$ cat src/rtl/btm_pkg.sv
`default_nettype none
package btm_pkg;

    localparam int OP_W   = 3;
    localparam int KEY_W  = 60;
    localparam int AMT_W  = 31;
    localparam int CNT_W  = 31;
    localparam int ST_W   = 3;
    localparam int S_DATA_W = 96;
    localparam int M_DATA_W = 96;

    typedef enum logic [OP_W-1:0] {
        OP_INSERT     = 3'd0,
        OP_ERASE      = 3'd1,
        OP_COUNT      = 3'd2,
        OP_KTH        = 3'd3,
        OP_COUNT_LESS = 3'd4,
        OP_MIN_XOR    = 3'd5,
        OP_MAX_XOR    = 3'd6,
        OP_NOP        = 3'd7
    } op_t;

    typedef enum logic [ST_W-1:0] {
        ST_OK    = 3'd0,
        ST_FEW   = 3'd1,
        ST_RANGE = 3'd2,
        ST_FULL  = 3'd3,
        ST_OVF   = 3'd4
    } status_t;

    typedef struct packed {
        op_t              op;
        logic [KEY_W-1:0] key;
        logic [AMT_W-1:0] amt;
    } req_t;

    localparam logic [CNT_W:0] CNT_MAX = {1'b0, {CNT_W{1'b1}}};

endpackage
`default_nettype wire

$ cat src/rtl/btm_front.sv
`default_nettype none
module btm_front
    import btm_pkg::*;
(
    input  wire logic                aclk,
    input  wire logic                aresetn,
    input  wire logic                s_tvalid,
    output logic                     s_tready,
    input  wire logic [S_DATA_W-1:0] s_tdata,
    output logic                     req_valid,
    input  wire logic                req_ready,
    output req_t                     req
);

    req_t       q_reg [2];
    logic       wr_ptr_reg, wr_ptr_next;
    logic       rd_ptr_reg, rd_ptr_next;
    logic [1:0] cnt_reg, cnt_next;
    req_t       dec;
    logic       push, pop;

    // classify the request
    always_comb begin
        dec.op  = op_t'(s_tdata[OP_W-1:0]);
        dec.key = s_tdata[OP_W +: KEY_W];
        dec.amt = s_tdata[OP_W+KEY_W +: AMT_W];
    end

    assign s_tready  = (cnt_reg != 2'd2);
    assign req_valid = (cnt_reg != 2'd0);
    assign req       = q_reg[rd_ptr_reg];
    assign push      = s_tvalid && s_tready;
    assign pop       = req_valid && req_ready;

    always_comb begin
        wr_ptr_next = wr_ptr_reg ^ push;
        rd_ptr_next = rd_ptr_reg ^ pop;
        cnt_next    = cnt_reg + {1'b0, push} - {1'b0, pop};
    end

    always_ff @(posedge aclk) begin
        if (!aresetn) begin
            wr_ptr_reg <= 1'b0;
            rd_ptr_reg <= 1'b0;
            cnt_reg    <= 2'd0;
        end else begin
            wr_ptr_reg <= wr_ptr_next;
            rd_ptr_reg <= rd_ptr_next;
            cnt_reg    <= cnt_next;
        end
    end

    always_ff @(posedge aclk) begin
        if (push) begin
            q_reg[wr_ptr_reg] <= dec;
        end
    end

endmodule
`default_nettype wire

$ cat config.mk
export PLATFORM = sky130hd
export DESIGN_NAME = btm_front
export DESIGN_NICKNAME = d
export VERILOG_FILES = /design/src/rtl/btm_pkg.sv /design/src/rtl/btm_front.sv
export SDC_FILE = /design/constraint.sdc
export NUM_CORES = 1
export LEC_CHECK = 0
export BUFFER_PORTS_ARGS = -buffer_cell sky130_fd_sc_hd__buf_2
export CORE_MARGIN = 2
export CORE_UTILIZATION = 49
export CTS_BUF_LIST = sky130_fd_sc_hd__clkbuf_4
export DETAILED_ROUTE_END_ITERATION = 16
export PLACE_DENSITY = 0.79
export RECOVER_POWER = 50
export SLEW_MARGIN = 10
export SYNTH_ARGS = -nofsm -noshare
export SYNTH_HDL_FRONTEND = slang
export SYNTH_SLANG_ARGS = --single-unit
$ cat constraint.sdc
create_clock -name aclk -period 3.5 [get_ports aclk]
set_input_delay 0.35 -clock aclk [delete_from_list [all_inputs] [get_ports aclk]]
set_output_delay 0.35 -clock aclk [all_outputs]
set_load 0.005 [all_outputs]
==> results.yml <==
clock_tree:
  cts.repair.resized: 0
  root_buffer: "clkbuf_4"
  cts_buffers: 17
  cts.sinks: 193
  postCtsSetupBuffers: 0
  cts_buffer_depth: 2
  clk_latency_ns: 0.54
  ctsHoldBuffers: 95
  clk_pin_slew_worst_paths_ns: 0.14
  cts_tree: "yes"
  h-tree-depth: 4
global_routing:
  grt_antenna_before_repair: 0
  grt_pass1_wl_mm: 20.8
  grt_pass1_vias: 4359
  grt-ovfl-total: 0
  grt.total_usage_pct: 18.3
  grt_max_degree: 56
worst_setup_path:
  worstSetupPathType: "flip-flop to output port"
  r2r_slack_ns: 1.34
  cpMaxStageDelayCell: "dfxtp_4"
  crit_fanout: 55
  cp.arrival_ns: 2.25
  cp-start-kind: "flip-flop"
  required_ns: 3.15
  endpoint_kind: "output port"
  crit_chain: "buf_12 -> mux2_2 -> buf_2"
  max_stage_delay_ns: 0.87
detailed_routing:
  vias_per_cell: 4.97
  firstDrtPassIters: 4
  via_count: 4030
  wl_per_cell_um: 17.1
  drt_iter0_markers: 185
  route.detailed.drc: 0
  drt_wl_total_mm: 13.9
  drtAntennaViolNets: 0
placed_design:
  port_buffers: 193
  gp_congestion: 0.696
  placed_cells: 687
  hpwlAfterDp_mm: 8.22
  placed_cell_area_um2: 8240
logic_synthesis:
  syn_nets: 423
  yosysWarnings: 0
  ys_seq_elements: 193
  ys_types: 22
  yosysSeqAreaShare_pct: 81.4
  syn_inst: 321
  syn_avg_cell_area_um2: 22.0
  netlist_area_um2: 7060
timing:
  hold_viol: 0
  rsz0062_at_grt: "false"
  fmax_mhz: 385
  min_period_ns: 2.60
  worstMarginPinSlew_ns: 0.761
  setup_violations: 0
  tns_ns: 0
  report.final.slew_viol_count: 0
  relSlewSlack_pct: 49.3
  period_share_pct: 74.2
  finalClockSkew_ns: 0.0163
die:
  rows: 43
  die-area_um2: 15400
  start_util_pct: 50.4
  ioPinCount: 196
  die_y_um: 124
  die_w_um: 124
  fp.coreArea_um2: 14000
cells_and_area:
  instances_no_fill: 811
  layout_common_cells: "edfxtp_1, buf_2, dlygate4sd3_1, mux2_2, clkbuf_1"
  final_common_cell: "edfxtp_1"
  syn_to_final_growth_pct: 32.6
  ff_latch_area_um2: 5750
  largest_reg_flops: 188
  nets: 723
  n_antenna_cell: 0
  fill_cells: 1005
  final_cell_area_um2: 9350
  multiInputGateArea_um2: 1230
  drive_gt1_share_pct: 39.1
outcome:
  status: "complete, no violations"
hold_path:
  hold_path_class: "input pin to flip-flop"
pwr:
  power_density_nw_per_um2: 562
  p_leak_nw: 3.32
  peakVddDrop_v: 0.000303
flow_run:
  maxCapViolations: 0
## per-stage QoR
step | hold WS (ns) | utilization [%] | total power [mW] | setup slack (ns)
after floorplan | 0.449 | - | 3.68 | 0.118
after global placement | 0.537 | 58.9 | 4.10 | 1.46
after detailed placement | 0.541 | 58.9 | 4.15 | 1.38
after CTS | 0.154 | 67.5 | 5.33 | 0.787
after global routing | 0.189 | 66.9 | 5.54 | 0.696
final | 0.232 | 66.9 | 5.26 | 0.902
## final cells by class
class                      count  area share [%]
sequential                   193            61.5
timing repair buffer         291            20.1
multi-input combinational    117            13.2
tap                          180            2.41
clock buffer                  19            1.52
clock inverter                10            1.24
inverter                       1          0.0401
## per-layer routing
metal / vias up / GRT usage (%) / wire, um
met5: - / 0 / 0
met1: 1981 / 19.5 / 5230
met2: 151 / 33.6 / 7380
met3: 23 / 5.72 / 1020
li1: 1875 / - / -
met4: 0 / 7.51 / 247
## synth_stat cells
master / number / area share, %
inv_1: 1 / 0.053
nand3_1: 1 / 0.071
nor2b_1: 2 / 0.18
and3_1: 1 / 0.089
nand2_1: 1 / 0.053
edfxtp_1: 188 / 80
buf_4: 1 / 0.11
ha_1: 2 / 0.35
or2_2: 1 / 0.089
buf_2: 3 / 0.21
nor2_1: 2 / 0.11
a21bo_2: 1 / 0.14
xnor2_1: 1 / 0.12
mux2_2: 94 / 15
dfxtp_1: 5 / 1.4
a32oi_1: 1 / 0.12
o21ai_0: 2 / 0.14
mux2i_1: 1 / 0.14
a211oi_1: 1 / 0.11
nand2b_1: 2 / 0.18
and2_1: 4 / 0.35
buf_6: 6 / 0.96
## final timing paths
path              startpoint  cells past startpoint      endpoint
setup reg to reg  cnt_reg[0]                      4  q_reg[0][45]
hold reg to reg   rd_ptr_reg                      2     flip-flop
setup / recovery   flip-flop                      3       req[39]
hold / removal     req_ready                      3    cnt_reg[1]
## cells by family (layout without fill, tap and decap cells)
family | after synthesis | after routing | synth area share (%)
XOR/XNOR | 1 | 1 | 0.124
adder cells (fa/ha/maj) | 2 | 2 | 0.355
AO/OA/AOI/OAI | 5 | 5 | 0.514
flip-flops | 193 | 193 | 81.4
multiplexers | 95 | 95 | 15.1
AND/OR/NAND/NOR | 14 | 14 | 1.12
buffers and inverters | 11 | 321 | 1.33
## critical path, delay by kind of cell (launching register included)
kind,cells,cell delay (ns)
buffers and inverters,2,0.45
flip-flops,1,0.87
multiplexers,1,0.38
## power breakdown
group	switching [mW]	leakage [nW]	internal (mW)
clock	0.677	0.130	0.426
sequential	0.141	1.80	2.86
combinational	0.512	1.39	0.648
total	1.33	3.32	3.93
Note: power is estimated with default switching activity, not from simulation.
